<file path="config.mk">
export PLATFORM = sky130hd
export DESIGN_NAME = hysteresis_backfill_classifier_flat
export DESIGN_NICKNAME = d
export VERILOG_FILES = /design/src/rtl/hbc_pkg.sv /design/src/rtl/hbc_if.sv /design/src/rtl/hysteresis_backfill_classifier.sv /design/src/flat_wrapper.sv
export SDC_FILE = /design/constraint.sdc
export NUM_CORES = 1
export LEC_CHECK = 0
export CAP_MARGIN = 20
export CORE_MARGIN = 4
export CORE_UTILIZATION = 45
export DETAILED_ROUTE_END_ITERATION = 16
export DONT_BUFFER_PORTS = 1
export PLACE_DENSITY_LB_ADDON = 0.3
export SLEW_MARGIN = 15
export SYNTH_ARGS = -nofsm -noshare
export SYNTH_HDL_FRONTEND = slang
export SYNTH_SLANG_ARGS = --single-unit
export TNS_END_PERCENT = 100
</file>
<file path="constraint.sdc">
create_clock -name clk -period 3.2 [get_ports clk]
set_input_delay 0 -clock clk [delete_from_list [all_inputs] [get_ports clk]]
set_output_delay 0 -clock clk [all_outputs]
set_load 0.03 [all_outputs]
</file>
<file path="src/rtl/hbc_pkg.sv">
// ============================================================================
// hbc_pkg
// Shared types and constants for the hysteresis backfill classifier.
// ============================================================================
package hbc_pkg;

    localparam int SAMPLE_BITS_DEF = 16;
    localparam int COUNT_BITS_DEF  = 16;
    localparam int THR_BITS        = 16;
    localparam int HELD_COUNT_BITS = 16;
    localparam int CFG_ADDR_BITS   = 3;
    localparam int CFG_DATA_BITS   = 16;

    // Band of a sample against the two thresholds
    typedef enum logic [1:0] {
        BAND_LOW  = 2'd0,
        BAND_MID  = 2'd1,
        BAND_HIGH = 2'd2
    } band_t;

    // Configuration register map
    typedef enum logic [CFG_ADDR_BITS-1:0] {
        CFG_LOW_THR    = 3'd0,
        CFG_HIGH_THR   = 3'd1,
        CFG_INVERT     = 3'd2,
        CFG_QUICK_RISE = 3'd3,
        CFG_QUICK_FALL = 3'd4
    } cfg_reg_t;

    // One run-length coded result
    typedef struct packed {
        logic [HELD_COUNT_BITS-1:0] held_count;
        logic                       held_level;
        logic                       sample_present;
        logic                       sample_level;
        logic                       signal_done;
        logic                       overflow;
    } res_t;

endpackage

</file>
<file path="src/rtl/hbc_if.sv">
// ============================================================================
// hbc_if
// Valid/ready channels of the classifier: samples, results, configuration.
// ============================================================================

interface hbc_in_if
    import hbc_pkg::*;
#(
    parameter int SAMPLE_BITS = SAMPLE_BITS_DEF
) ();
    logic                          valid;
    logic                          ready;
    logic signed [SAMPLE_BITS-1:0] sample;
    logic                          end_mark;

    modport source (output valid, output sample, output end_mark, input ready);
    modport sink   (input valid, input sample, input end_mark, output ready);
endinterface

interface hbc_out_if
    import hbc_pkg::*;
();
    logic                       valid;
    logic                       ready;
    logic [HELD_COUNT_BITS-1:0] held_count;
    logic                       held_level;
    logic                       sample_present;
    logic                       sample_level;
    logic                       signal_done;
    logic                       overflow;

    modport source (output valid, output held_count, output held_level,
                    output sample_present, output sample_level,
                    output signal_done, output overflow, input ready);
    modport sink   (input valid, input held_count, input held_level,
                    input sample_present, input sample_level,
                    input signal_done, input overflow, output ready);
endinterface

interface hbc_cfg_if
    import hbc_pkg::*;
();
    logic                     valid;
    logic                     ready;
    logic [CFG_ADDR_BITS-1:0] addr;
    logic [CFG_DATA_BITS-1:0] data;

    modport source (output valid, output addr, output data, input ready);
    modport sink   (input valid, input addr, input data, output ready);
endinterface

</file>
<file path="src/rtl/hysteresis_backfill_classifier.sv">
// ============================================================================
// hysteresis_backfill_classifier
// Three-band hysteresis classifier that holds middle-band runs and decides
// their level when the run ends, emitting run-length coded results.
// ============================================================================
// Latency: a result is valid in the cycle after the sample transfer that
// causes it. Throughput: one sample per cycle; the result register is the
// only storage between the sides, so a sample is refused only while that
// register is full and not being taken. Middle-band samples without an end
// mark produce no result. Reset (rst_n low, asynchronous) clears the run
// state and the result valid, and loads the threshold registers with low 0,
// high 1, and all mode bits 0.
// ============================================================================
module hysteresis_backfill_classifier
    import hbc_pkg::*;
#(
    parameter int SAMPLE_BITS = SAMPLE_BITS_DEF,
    parameter int COUNT_BITS  = COUNT_BITS_DEF
) (
    input  logic     clk,
    input  logic     rst_n,
    hbc_in_if.sink   smp,
    hbc_out_if.source res,
    hbc_cfg_if.sink  cfg
);

    // Compare width covers both the sample and the threshold registers
    localparam int CMP_BITS = (SAMPLE_BITS > THR_BITS) ? SAMPLE_BITS : THR_BITS;

    // ------------------------------------------------------------------
    // Configuration registers
    // ------------------------------------------------------------------
    logic signed [THR_BITS-1:0] low_thr_reg;
    logic signed [THR_BITS-1:0] high_thr_reg;
    logic                       invert_reg;
    logic                       quick_rise_reg;
    logic                       quick_fall_reg;

    // Always ready: no write is ever stalled
    assign cfg.ready = 1'b1;

    always_ff @(posedge clk or negedge rst_n)
    begin
        if (!rst_n)
        begin
            low_thr_reg    <= '0;
            high_thr_reg   <= THR_BITS'(1);
            invert_reg     <= 1'b0;
            quick_rise_reg <= 1'b0;
            quick_fall_reg <= 1'b0;
        end
        else if (cfg.valid && cfg.ready)
        begin
            unique case (cfg.addr)
                CFG_LOW_THR:    low_thr_reg    <= cfg.data[THR_BITS-1:0];
                CFG_HIGH_THR:   high_thr_reg   <= cfg.data[THR_BITS-1:0];
                CFG_INVERT:     invert_reg     <= cfg.data[0];
                CFG_QUICK_RISE: quick_rise_reg <= cfg.data[0];
                CFG_QUICK_FALL: quick_fall_reg <= cfg.data[0];
                default:        ; // unmapped index: drop the write
            endcase
        end
    end

    // ------------------------------------------------------------------
    // Run state
    // ------------------------------------------------------------------
    band_t                 band_reg,   band_next;
    logic                  origin_reg, origin_next;   // run began from high band
    logic [COUNT_BITS-1:0] run_reg,    run_next;
    logic                  sat_reg,    sat_next;

    // Result register (the skid between input and output sides)
    logic out_valid_reg, out_valid_next;
    res_t res_reg;
    res_t res_next;

    logic                       in_xfer;
    logic                       emit;
    band_t                      band;
    logic signed [CMP_BITS-1:0] s_ext;
    logic signed [CMP_BITS-1:0] lo_ext;
    logic signed [CMP_BITS-1:0] hi_ext;
    logic [COUNT_BITS-1:0]      held_val;
    logic                       held_lvl;
    logic [COUNT_BITS+HELD_COUNT_BITS-1:0] held_wide;

    // Take a new sample whenever the result register is free or draining
    assign smp.ready = !out_valid_reg || res.ready;
    assign in_xfer   = smp.valid && smp.ready;

    // Sign-extend everything to a common compare width
    assign s_ext  = CMP_BITS'(smp.sample);
    assign lo_ext = CMP_BITS'(low_thr_reg);
    assign hi_ext = CMP_BITS'(high_thr_reg);

    always_comb
    begin
        priority if (s_ext > hi_ext)
            band = BAND_HIGH;
        else if (s_ext > lo_ext)
            band = BAND_MID;
        else
            band = BAND_LOW;
    end

    // Zero-extend the run count before cutting it to the result field width
    assign held_wide = {{HELD_COUNT_BITS{1'b0}}, held_val};

    always_comb
    begin
        band_next   = band_reg;
        origin_next = origin_reg;
        run_next    = run_reg;
        sat_next    = sat_reg;
        emit        = 1'b0;
        held_val    = '0;
        held_lvl    = 1'b0;
        res_next    = '0;

        if (band == BAND_MID)
        begin
            // Open a new run, or extend the current one up to saturation
            if (band_reg != BAND_MID)
            begin
                origin_next = (band_reg == BAND_HIGH);
                run_next    = COUNT_BITS'(1);
            end
            else if (&run_reg)
            begin
                sat_next = 1'b1;
            end
            else
            begin
                run_next = run_reg + COUNT_BITS'(1);
            end
            band_next = BAND_MID;

            // End mark flushes the run by its origin alone
            emit     = smp.end_mark;
            held_val = run_next;
            held_lvl = origin_next ^ invert_reg;
            res_next.sample_present = 1'b0;
            res_next.sample_level   = 1'b0;
            res_next.overflow       = sat_next;
        end
        else
        begin
            emit = 1'b1;
            if (band_reg == BAND_MID)
            begin
                held_val = run_reg;
                if (band == BAND_LOW)
                    held_lvl = (origin_reg && !quick_fall_reg) ^ invert_reg;
                else
                    held_lvl = (origin_reg || quick_rise_reg) ^ invert_reg;
            end
            res_next.sample_present = 1'b1;
            res_next.sample_level   = (band == BAND_HIGH) ^ invert_reg;
            res_next.overflow       = sat_reg;
            band_next = band;
            run_next  = '0;
            sat_next  = 1'b0;
        end

        res_next.held_count  = held_wide[HELD_COUNT_BITS-1:0];
        res_next.held_level  = (held_val != '0) ? held_lvl : 1'b0;
        res_next.signal_done = smp.end_mark;

        // End of signal: return the run state to its reset values
        if (smp.end_mark)
        begin
            band_next   = BAND_LOW;
            origin_next = 1'b0;
            run_next    = '0;
            sat_next    = 1'b0;
        end
    end

    // Load on a producing transfer, drop once taken, else hold
    always_comb
    begin
        priority if (in_xfer && emit)
            out_valid_next = 1'b1;
        else if (res.ready)
            out_valid_next = 1'b0;
        else
            out_valid_next = out_valid_reg;
    end

    always_ff @(posedge clk or negedge rst_n)
    begin
        if (!rst_n)
        begin
            band_reg      <= BAND_LOW;
            origin_reg    <= 1'b0;
            run_reg       <= '0;
            sat_reg       <= 1'b0;
            out_valid_reg <= 1'b0;
        end
        else
        begin
            out_valid_reg <= out_valid_next;
            if (in_xfer)
            begin
                band_reg   <= band_next;
                origin_reg <= origin_next;
                run_reg    <= run_next;
                sat_reg    <= sat_next;
            end
        end
    end

    // Payload needs no reset; advance it only on a producing transfer
    always_ff @(posedge clk)
    begin
        if (in_xfer && emit)
            res_reg <= res_next;
    end

    assign res.valid          = out_valid_reg;
    assign res.held_count     = res_reg.held_count;
    assign res.held_level     = res_reg.held_level;
    assign res.sample_present = res_reg.sample_present;
    assign res.sample_level   = res_reg.sample_level;
    assign res.signal_done    = res_reg.signal_done;
    assign res.overflow       = res_reg.overflow;

    // ------------------------------------------------------------------
    // Assertions
    // ------------------------------------------------------------------

    // A full, stalled result register must hold off new samples
    a_stall_blocks_input: assert property (@(posedge clk) disable iff (!rst_n)
        (out_valid_reg && !res.ready) |-> !smp.ready)
        else $error("sample accepted while result register stalled");

    // Without its own sample, a result can only be the end-of-signal flush
    a_flush_only_done: assert property (@(posedge clk) disable iff (!rst_n)
        (res.valid && !res.sample_present) |-> res.signal_done)
        else $error("result without sample that does not close the signal");

    // An absent sample carries no level
    a_absent_level: assert property (@(posedge clk) disable iff (!rst_n)
        (res.valid && !res.sample_present) |-> !res.sample_level)
        else $error("sample level set on a result without sample");

    // An end mark leaves the run state at its reset values
    a_end_clears: assert property (@(posedge clk) disable iff (!rst_n)
        (in_xfer && smp.end_mark) |=>
            (band_reg == BAND_LOW && run_reg == '0 && !sat_reg && !origin_reg))
        else $error("run state not cleared after end of signal");

endmodule

</file>
<file path="src/flat_wrapper.sv">
// flat-port wrapper written by rule: the top's interface ports become plain ports
module hysteresis_backfill_classifier_flat import hbc_pkg::*;
#(
    parameter int SAMPLE_BITS = SAMPLE_BITS_DEF,
    parameter int COUNT_BITS  = COUNT_BITS_DEF
)
  (clk, rst_n, smp_valid, smp_sample, smp_end_mark, smp_ready, res_valid, res_held_count, res_held_level, res_sample_present, res_sample_level, res_signal_done, res_overflow, res_ready, cfg_valid, cfg_addr, cfg_data, cfg_ready);
  hbc_in_if #(.SAMPLE_BITS(SAMPLE_BITS)) smp_i ();
  hbc_out_if res_i ();
  hbc_cfg_if cfg_i ();
  input  logic clk;
  input  logic rst_n;
  input wire logic [$bits(smp_i.valid)-1:0] smp_valid;
  input wire logic [$bits(smp_i.sample)-1:0] smp_sample;
  input wire logic [$bits(smp_i.end_mark)-1:0] smp_end_mark;
  output wire logic [$bits(smp_i.ready)-1:0] smp_ready;
  output wire logic [$bits(res_i.valid)-1:0] res_valid;
  output wire logic [$bits(res_i.held_count)-1:0] res_held_count;
  output wire logic [$bits(res_i.held_level)-1:0] res_held_level;
  output wire logic [$bits(res_i.sample_present)-1:0] res_sample_present;
  output wire logic [$bits(res_i.sample_level)-1:0] res_sample_level;
  output wire logic [$bits(res_i.signal_done)-1:0] res_signal_done;
  output wire logic [$bits(res_i.overflow)-1:0] res_overflow;
  input wire logic [$bits(res_i.ready)-1:0] res_ready;
  input wire logic [$bits(cfg_i.valid)-1:0] cfg_valid;
  input wire logic [$bits(cfg_i.addr)-1:0] cfg_addr;
  input wire logic [$bits(cfg_i.data)-1:0] cfg_data;
  output wire logic [$bits(cfg_i.ready)-1:0] cfg_ready;
  assign smp_i.valid = smp_valid;
  assign smp_i.sample = smp_sample;
  assign smp_i.end_mark = smp_end_mark;
  assign smp_ready = smp_i.ready;
  assign res_valid = res_i.valid;
  assign res_held_count = res_i.held_count;
  assign res_held_level = res_i.held_level;
  assign res_sample_present = res_i.sample_present;
  assign res_sample_level = res_i.sample_level;
  assign res_signal_done = res_i.signal_done;
  assign res_overflow = res_i.overflow;
  assign res_i.ready = res_ready;
  assign cfg_i.valid = cfg_valid;
  assign cfg_i.addr = cfg_addr;
  assign cfg_i.data = cfg_data;
  assign cfg_ready = cfg_i.ready;
  hysteresis_backfill_classifier #(.SAMPLE_BITS(SAMPLE_BITS), .COUNT_BITS(COUNT_BITS)) u_core (.clk(clk), .rst_n(rst_n), .smp(smp_i), .res(res_i), .cfg(cfg_i));
endmodule
</file>
# Word level (Yosys, flattened, before mapping)
# Cells that the tools add are included.
# word_totals
mem_bits_rw	0
n_memories	0
latchBits	0
register_bits	77
output_inout_bits	24
mem_bits_ro	0
input_bits	41
# op_classes
n_mux	26
mul	0
n_eq_ne	9
n_div	0
order_cmp	2
addsub	1
shift	0
n_reduce_logical	19
n_bitwise	4
# op_table
op	count
16-bit 2-to-1 mux	6
16-bit greater-than comparator	2
16-bit by 1-bit adder with 16-bit output, second input constant	1
1-bit 2-to-1 mux	16
16-bit AND reduction	1
16-bit nonzero test	1
2-bit AND reduction	6
2-bit 2-to-1 mux	4
3-bit by 2-bit equality test with 1-bit output, second input constant	2
2-bit by 1-bit equality test with 1-bit output, second input constant	2
2-bit equality test, second input constant	2
2-bit nonzero test	2
1-bit XOR	4
3-bit by 1-bit equality test with 1-bit output, second input constant	1
3-bit equality test, second input constant	1
1-bit logical AND	3
3-bit zero test	1
1-bit zero test	2
2-bit zero test	1
1-bit logical OR	2
2-bit by 1-bit != test with 1-bit output, second input constant	1

# Depth between registers and ports, before layout
# Gate-level depths: netlist of the first run.
# logic_depth
word_depth	7
ltp_mapped	14

# Least setup slack after synthesis of the first run
# Ideal clock, no wire load.
# synth_timing
path_type	register to register
start	register u_core.low_thr_reg[5], in the netlist u_core.lo_ext[5]
end	register u_core.res_reg, in the netlist u_core.res.held_count[0] (enable)
setup_slack_ns	-0.149
path_stages_with_launch	12
synth_period_minus_slack_ns	3.349
path_buffers	2
setup_ns	0.400
arrival_time_ns	2.949
path_cell_list	dfrtp_1 > inv_1 > ha_1 > a21oi_1 > o21ai_0 > a221o_1 > o31ai_1 > o21bai_2 > buf_4 > buf_2 > nor2_1 > nor2_1
# synth_via
elab_chain_cells	6
# synth_rtl
item	line	text
from (decl)	hysteresis_backfill_classifier.sv:33	logic signed [THR_BITS-1:0] low_thr_reg;
from (signal assigned)	hysteresis_backfill_classifier.sv:55	CFG_LOW_THR: low_thr_reg <= cfg.data[THR_BITS-1:0];
16-bit greater-than comparator	hysteresis_backfill_classifier.sv:101	else if (s_ext > lo_ext)
1-bit 2-to-1 mux	hysteresis_backfill_classifier.sv:101	
2-bit 2-to-1 mux	hysteresis_backfill_classifier.sv:99	priority if (s_ext > hi_ext)
2-bit by 1-bit equality test with 1-bit output	hysteresis_backfill_classifier.sv:121	if (band == BAND_MID)
1-bit 2-to-1 mux	hysteresis_backfill_classifier.sv:121	
1-bit logical AND	hysteresis_backfill_classifier.sv:217	if (in_xfer && emit)
to (signal assigned)	hysteresis_backfill_classifier.sv:218	res_reg <= res_next;
to (decl)	hysteresis_backfill_classifier.sv:75	res_t res_reg;
# Every way passes these cells.
# A chain may end at the register's enable or synchronous reset.

# Final worst setup path of the first run
# layout_timing
start	register u_core.low_thr_reg[14], in the netlist u_core.lo_ext[14]
end	register u_core.res_reg, in the netlist u_core.res.held_level (data pin)
# layout_rtl
item	line	text
16-bit greater-than comparator	hysteresis_backfill_classifier.sv:101	
1-bit 2-to-1 mux	hysteresis_backfill_classifier.sv:101	
2-bit 2-to-1 mux	hysteresis_backfill_classifier.sv:99	
2-bit by 1-bit equality test with 1-bit output	hysteresis_backfill_classifier.sv:121	
16-bit 2-to-1 mux	hysteresis_backfill_classifier.sv:121	
named net u_core.held_val[13]	hysteresis_backfill_classifier.sv:84	logic [COUNT_BITS-1:0] held_val;
16-bit nonzero test	hysteresis_backfill_classifier.sv:167	res_next.held_level = (held_val != '0) ? held_lvl : 1'b0;
# The timed path passes the listed nets, and every way through them passes these cells.

==> summary.txt, run 1 <==
Critical path
  – Worst setup EP type: flip-flop
  – Slowest cell on the critical path: or3_1
  – Worst-path cell chain: inv_1 -> ha_4 -> nand4_4 -> nor4_4 -> a21boi_4 -> o31ai_4 -> o21bai_4 -> or2_4 -> o311a_1 -> or3_1 -> o41a_1
  – Worst Path Arrival: 3.29 ns
  – Setup CP Type: flip-flop to flip-flop
  – Max incr delay on CP: approximately 0.38 ns
  – CP max FO: 6
  – Delay-heaviest family, CP: compound AO/OA/AOI/OAI gates
  – Critical Path Source Type: flip-flop
  – Reg2reg start: u_core.lo_ext[14]
  – Worst Setup SP: u_core.lo_ext[14]
  – CP Buf/Inv Count: 1
  – Required time of the critical path: about 3.3 ns

Synthesis
  – Yosys warns: 0
  – Asr flop ratio synth: between 70% and 80%
  – Synthesized flop and latch total: 77
  – Number of distinct library cells after synthesis: between 60 and 70
  – Top post-synthesis cells by count: nand2_1 (62), o21ai_0 (62), dfrtp_1 (55)
  – Largest area contributor in the synthesized netlist: dfrtp_1
  – Synth area leaders: dfrtp_1 (30%), edfxtp_1 (14%), ha_1 (9.1%)
  – Top_reg_cell synth: dfrtp_1
  – Synth Net Count: roughly 570
  – Number of flops mapped to enable cells by yosys: 21
  – Register area share after synthesis: around 45%
  – Post-Syn Area: 4530 sq um
  – Yosys top cell area share: 30.4%
  – Mapped Cells: approximately 500
  – Post-synthesis area per instance: roughly 9 sq um

Route
  – Vias per inst: 5.58
  – DR WL/cell: around 17 um
  – DR vias: 3732
  – DRC viols: 0
  – DRT Wirelength: between 10000 and 15000 um
  – Routed Antenna Nets: 0
  – Initial drt markers: about 170
  – DRT Pass-1 Iters: 7

Final layout
  – Share of post-route cells with drive strength above 1: 14.0%
  – Final Core Density: 55.4%
  – Fillers: ~900
  – Area occupied by multi-input gates: ~2400 sq um
  – Final non-filler cell total: about 670
  – ANT cells: 0
  – Storage cell area: 2030 sq um
  – Fin nets: 605
  – Layout area overhead: 19.4%

Global routing
  – Total track usage: 19.7%
  – Pin count of the biggest net entering global routing: 57
  – First-pass GRT wire length: around 18000 um
  – Global route total overflow: 0
  – Vias in the first global route: between 3000 and 4000
  – Antenna violations before repair: 0

Clock network
  – CTS Sinks: 77
  – CTS root buf: clkbuf_8
  – Max H-tree Level: 3
  – CTS tree: built
  – CTS buffer count: 9
  – Clock latency on the worst-skew pair: roughly 0.34 ns
  – Clk slew on worst S/H paths: roughly 0.080 ns
  – Clk buf depth: 2

Floorplan
  – DIE HEIGHT: ~110 um
  – Rows: 36
  – IO Count: 65
  – Core Region: ~9800 sq um
  – Starting Density: between 40 and 50%
  – Die area: about 12000 sq um
  – Die Width: around 110 um

STA
  – Slew @ Worst Pin: ~1 ns
  – Final Worst Setup Slack: ~0.0015 ns
  – Crit share post-route: about 100%
  – Max frequency: between 0.3 and 0.4 GHz
  – Final TNS setup: 0 ns
  – RSZ-0062 raised after global routing: yes
  – Crit path time final: between 3 and 4 ns
  – Setup violators final: 0
  – Normalized max-slew margin: 33.7%
  – Final Skew: between 0.007 and 0.008 ns
  – Fin. max-slew vios: 0
  – Hold Vio Cnt, Final: 0

Place
  – Placer congestion estimate: 0.901
  – Post-Place Setup Slack: -0.0654 ns
  – Final HPWL DP: between 7000 and 8000 um
  – Number of port buffers: 0
  – Cells after DPL: 623

Power and ir drop
  – Leak Pwr: 2.20 nW
  – Pwr dens: slightly above 500 nW/um^2
  – VDD IR max: approximately 0.28 mV

Min path
  – Min-Delay Path Class: primary input to flip-flop
  – Min-delay src: smp_end_mark

Job
  – Max_cap viols: 0

Outcome
  – Status: complete, no violations
==> logic make-up after synthesis <==
logic type	after synthesis	share of synthesized area, %
compound gates	131	18.0
xor+xnor	8	1.55
fa+ha+maj	33	9.11
buf+inv	66	5.85
flops	77	44.8
mux	8	1.90
other cells	1	0.0827
simple gates	173	18.6
==> final timing paths <==
check | to | slack [ns] | cells after the start
worst max-delay path | u_core.res.held_level | 0.002 | 11
worst min-delay path | u_core.res.valid | 0.03 | 3
worst max register to register | u_core.res.held_level | 0.002 | 11
worst min register to register | u_core.sat_reg | 0.51 | 2
max in group asynchronous | u_core.hi_ext[0] | 2.71 | 2
min in group asynchronous | u_core.run_reg[10] | 0.18 | 2
==> tightest hold or removal path: cells and delay by family <==
family,cells,cell delay (ns)
AOI/OAI and AO/OA,1,0.13
buffers and inverters,1,0.16
and+or+nand+nor,1,0.04
==> area by class of cell <==
cell class | instances | share of cell area (%)
multi-input cells | 354 | 44.1
flip-flops and latches | 77 | 37.6
inverters | 38 | 2.63
well taps | 133 | 3.07
clock buffers | 11 | 2.61
clock inverters | 5 | 0.948
repair buffers | 51 | 9.06
==> cell usage in the layout, fill, tap and decap left out, types with 5 or more instances in the layout <==
cell type and count:
o21ai_0 62, nand2_1 61, dfrtp_1 55, inv_1 38, nor2_1 38, ha_1 26, buf_4 25, a21oi_1 23
dlygate4sd3_1 23, edfxtp_1 21, nand3_1 15, o31ai_1 13, nand4_1 10, clkbuf_8 10, nor2b_1 9, ha_4 6
or3_1 5, mux2_2 5
==> report_power, final <==
part	switching (mW)	total, mW	leakage (nW)	internal, mW
clock	0.352	0.729	0.0967	0.377
combinational	0.436	0.785	1.19	0.349
sequential	0.116	1.27	0.917	1.16
==> through the flow <==
| stage | area (sq um) | total power, mW | hold WS (ns) |
|---|---|---|---|
| 2_1_floorplan | 4540 | 1.74 | -0.296 |
| 3_3_place_gp | 4750 | 1.90 | -0.294 |
| 3_5_place_dp | 4750 | 1.93 | -0.294 |
| 4_1_cts | 5230 | 2.73 | 0.0110 |
| 5_1_grt | 5410 | 2.97 | 0.0127 |
| 6_report | 5410 | 2.79 | 0.0260 |
==> metal layers <==
| layer | vias up | GRT usage, % | routed length [um] |
|---|---|---|---|
| met1 | 1788 | 24.0 | 4780 |
| met4 | 0 | 8.12 | 246 |
| met5 | - | 0 | 0 |
| li1 | 1826 | - | - |
| met2 | 102 | 32.7 | 5550 |
| met3 | 16 | 5.67 | 645 |
==> timing repair <==
action,in CTS,in global routing
gates cloned,0,1
hold buffers,24,0
pin swaps,2,7
setup buffers,1,4
gates resized for setup,3,15
endpoints found under the setup margin,1,1
endpoints found under the hold margin,97,0
(Power assumes the default switching activity.)
==> run 2: changes to the inputs <==
Settings changed: MAX_ROUTING_LAYER set to met4.
==> run 2 against run 1 <==
- the flow now finishes with violations (setup timing)
- core utilization shrank 0.92 points
- flip-flop and latch count is the same
- global-route usage increased by 0.82 points
- clock-buffer cell count increased by 1
- clock power decreased by 8.9%
- first-iteration DRC count increased by 13%
- cell count grew 0.30%
- largest power group unchanged
==> summary.txt, run 2 (synthesized netlist as in run 1, its figures left out) <==
STA
  – Worst hold slack: 0.0536 ns (was 0.0260 ns)
  – Crit share post-route: 100% (about the same)
  – Final TNS setup: -0.0123 ns (was 0 ns)
  – Setup violators final: 1 (was 0)
  – Hold Vio Cnt, Final: 0 (unchanged)
  – Final Skew: 0.0105 ns (was 0.00770 ns)
  – Final Worst Setup Slack: -0.0123 ns (was 0.00152 ns)
  – Normalized max-slew margin: 31.4% (was 33.7%)
  – Fin. max-slew vios: 0 (unchanged)
  – RSZ-0062 raised after global routing: yes (unchanged)
  – Max frequency: 0.311 GHz (was 0.313 GHz)
  – Slew @ Worst Pin: 1.03 ns (was 0.994 ns)
  – Crit path time final: 3.21 ns (was 3.20 ns)

Global routing
  – Global route total overflow: 0 (unchanged)
  – First-pass GRT wire length: 18300 um (was 18100 um)
  – Pin count of the biggest net entering global routing: 57 (unchanged)
  – Total track usage: 20.5% (was 19.7%)
  – Antenna violations before repair: 0 (unchanged)
  – Vias in the first global route: 3716 (was 3746)

Critical path
  – Required time of the critical path: 3.31 ns (was 3.29 ns)
  – Delay-heaviest family, CP: compound AO/OA/AOI/OAI gates (unchanged)
  – Flop-to-flop setup slack: -0.01 ns (was 0.002 ns)
  – Worst Path Arrival: 3.32 ns (was 3.29 ns)
  – Reg2reg start: u_core.lo_ext[11] (was u_core.lo_ext[14])
  – CP Buf/Inv Count: 1 (unchanged)
  – Worst-path cell chain: inv_1 -> ha_4 -> nand4_1 -> nor4_4 -> a21boi_2 -> o31ai_2 -> o21bai_4 -> or2_4 -> o311a_1 -> or3_4 -> o41a_1 (was inv_1 -> ha_4 -> nand4_4 -> nor4_4 -> a21boi_4 -> o31ai_4 -> o21bai_4 -> or2_4 -> o311a_1 -> or3_1 -> o41a_1)
  – Slowest cell on the critical path: or3_4 (was or3_1)
  – FF-to-FF End: u_core.res.held_level (unchanged)
  – Critical Path Source Type: flip-flop (unchanged)
  – Max incr delay on CP: 0.40 ns (was 0.38 ns)
  – R2R depth: 11 (unchanged)
  – Worst setup EP type: flip-flop (unchanged)
  – CP max FO: 6 (unchanged)
  – Setup CP Type: flip-flop to flip-flop (unchanged)
  – Worst Setup SP: u_core.lo_ext[11] (was u_core.lo_ext[14])

Clock network
  – CTS tree: built (unchanged)
  – Clock latency on the worst-skew pair: 0.36 ns (was 0.34 ns)
  – CTS Sinks: 77 (unchanged)
  – Clk slew on worst S/H paths: 0.08 ns (about the same)
  – CTS root buf: clkbuf_8 (unchanged)
  – CTS buffer count: 9 (unchanged)
  – Clk buf depth: 2 (unchanged)
  – Max H-tree Level: 3 (unchanged)

Min path
  – Min-Delay Path Class: primary input to flip-flop (unchanged)
  – Worst Hold Path Cells: 3 (unchanged)
  – Min-delay src: cfg_valid (was smp_end_mark)
  – Hold Crit Endpoint: u_core.quick_rise_reg (was u_core.res.valid)

Route
  – Vias per inst: 5.53 (was 5.58)
  – DRC viols: 0 (unchanged)
  – DRT Pass-1 Iters: 5 (was 7)
  – DRT Wirelength: 11000 um (was 11200 um)
  – DR vias: 3710 (was 3732)
  – Routed Antenna Nets: 0 (unchanged)
  – Initial drt markers: 194 (was 171)
  – DR WL/cell: 16.4 um (was 16.8 um)

Power and ir drop
  – Leak Pwr: 2.19 nW (was 2.20 nW)
  – Pwr dens: 501 nW/um^2 (was 515 nW/um^2)
  – VDD IR max: 0.293 mV (was 0.282 mV)
  – Total power: 2.67 mW (was 2.79 mW)

Place
  – Number of port buffers: 0 (unchanged)
  – Post-Place Setup Slack: -0.0609 ns (was -0.0654 ns)
  – Cells after DPL: 625 (was 623)
  – Final HPWL DP: 7870 um (was 7980 um)
  – Placer congestion estimate: 0.959 (was 0.901)
  – Dpl cell area: 4750 sq um (about the same)

Outcome
  – Status: complete, but fails checks (was complete, no violations)
  – Violated checks: setup timing

Floorplan
  – Die area: 11700 sq um (unchanged)
  – Starting Density: 46.4% (unchanged)
  – Rows: 36 (unchanged)
  – DIE HEIGHT: 108 um (unchanged)
  – Die Width: 108 um (unchanged)
  – Core Region: 9770 sq um (unchanged)
  – IO Count: 65 (unchanged)

Final layout
  – Leading cell types in the layout, fill and taps excluded: nand2_1 (62), o21ai_0 (61), dfrtp_1 (55), nor2_1 (38), inv_1 (35) (was o21ai_0 (62), nand2_1 (61), dfrtp_1 (55), inv_1 (38), nor2_1 (38))
  – Final Core Density: 54.5% (was 55.4%)
  – Most common cell after layout, fill and taps aside: nand2_1 (was o21ai_0)
  – Share of post-route cells with drive strength above 1: 13.8% (was 14.0%)
  – Layout area overhead: 17.4% (was 19.4%)
  – Finished Cell Area: 5320 sq um (was 5410 sq um)
  – ANT cells: 0 (unchanged)
  – Fin nets: 607 (was 605)
  – Final non-filler cell total: 671 (was 669)

Job
  – Max_cap viols: 0 (unchanged)
-- run 2: cell count changes in the layout (fill, tap and decap cells not counted), sizes merged --
cell | before | now
dlygate4sd3 | 23 | 24
bufinv | 1 | 0
buf | 27 | 29
clkinv | 3 | 2
inv | 38 | 40
clkinvlp | 1 | 0
-- run 2: worst max-delay path by stage --
stage,endpoint,cells after the start
floorplan,u_core.res.held_count[0],11
global placement,u_core.res.held_level,11
detailed placement,u_core.res.held_level,11
CTS,u_core.res.held_level,11
global route,u_core.res.held_level,11
finish,u_core.res.held_level,11
-- run 2: what timing repair did --
| action | in CTS | in global routing |
|---|---|---|
| pin swaps | 2 | 6 |
| gates resized for setup | 2 | 14 |
| hold buffers | 25 | 0 |
| setup endpoints to repair | 1 | 8 |
| hold endpoints to repair | 98 | 0 |
| gates cloned | 0 | 0 |
| buffers inserted | 1 | 4 |
-- run 2: cell type report --
type                            instances  area [sq um]
Multi-Input combinational cell        354          2330
Timing Repair Buffer                   53           482
Clock inverter                          4          22.5
Sequential cell                        77          2030
Clock buffer                           12           145
Tap cell                              133           166
Fill cell                             881          4450
Inverter                               38           143
-- run 2: routing by layer --
layer	up-vias	GRT usage [%]	part of all wire, %
met3	23	5.61	7.3
met5	-	-	0
met4	0	8.48	2.8
li1	1825	-	-
met2	134	32.3	47
met1	1728	24.9	43
-- run 2: worst reg2reg max path, stage by stage, from the launching register on --
cell and delay [ns]:
dfrtp_1 0.32, inv_1 0.07, ha_4 0.28, nand4_1 0.15, nor4_4 0.34, a21boi_2 0.23
o31ai_2 0.08, o21bai_4 0.20, or2_4 0.25, o311a_1 0.34, or3_4 0.40, o41a_1 0.31
-- run 2: where the power goes --
group / total [mW] / internal, mW / leakage, nW / switching (mW)
clock network: 0.664 / 0.302 / 0.0910 / 0.362
registers: 1.27 / 1.16 / 0.917 / 0.115
logic: 0.729 / 0.310 / 1.19 / 0.420
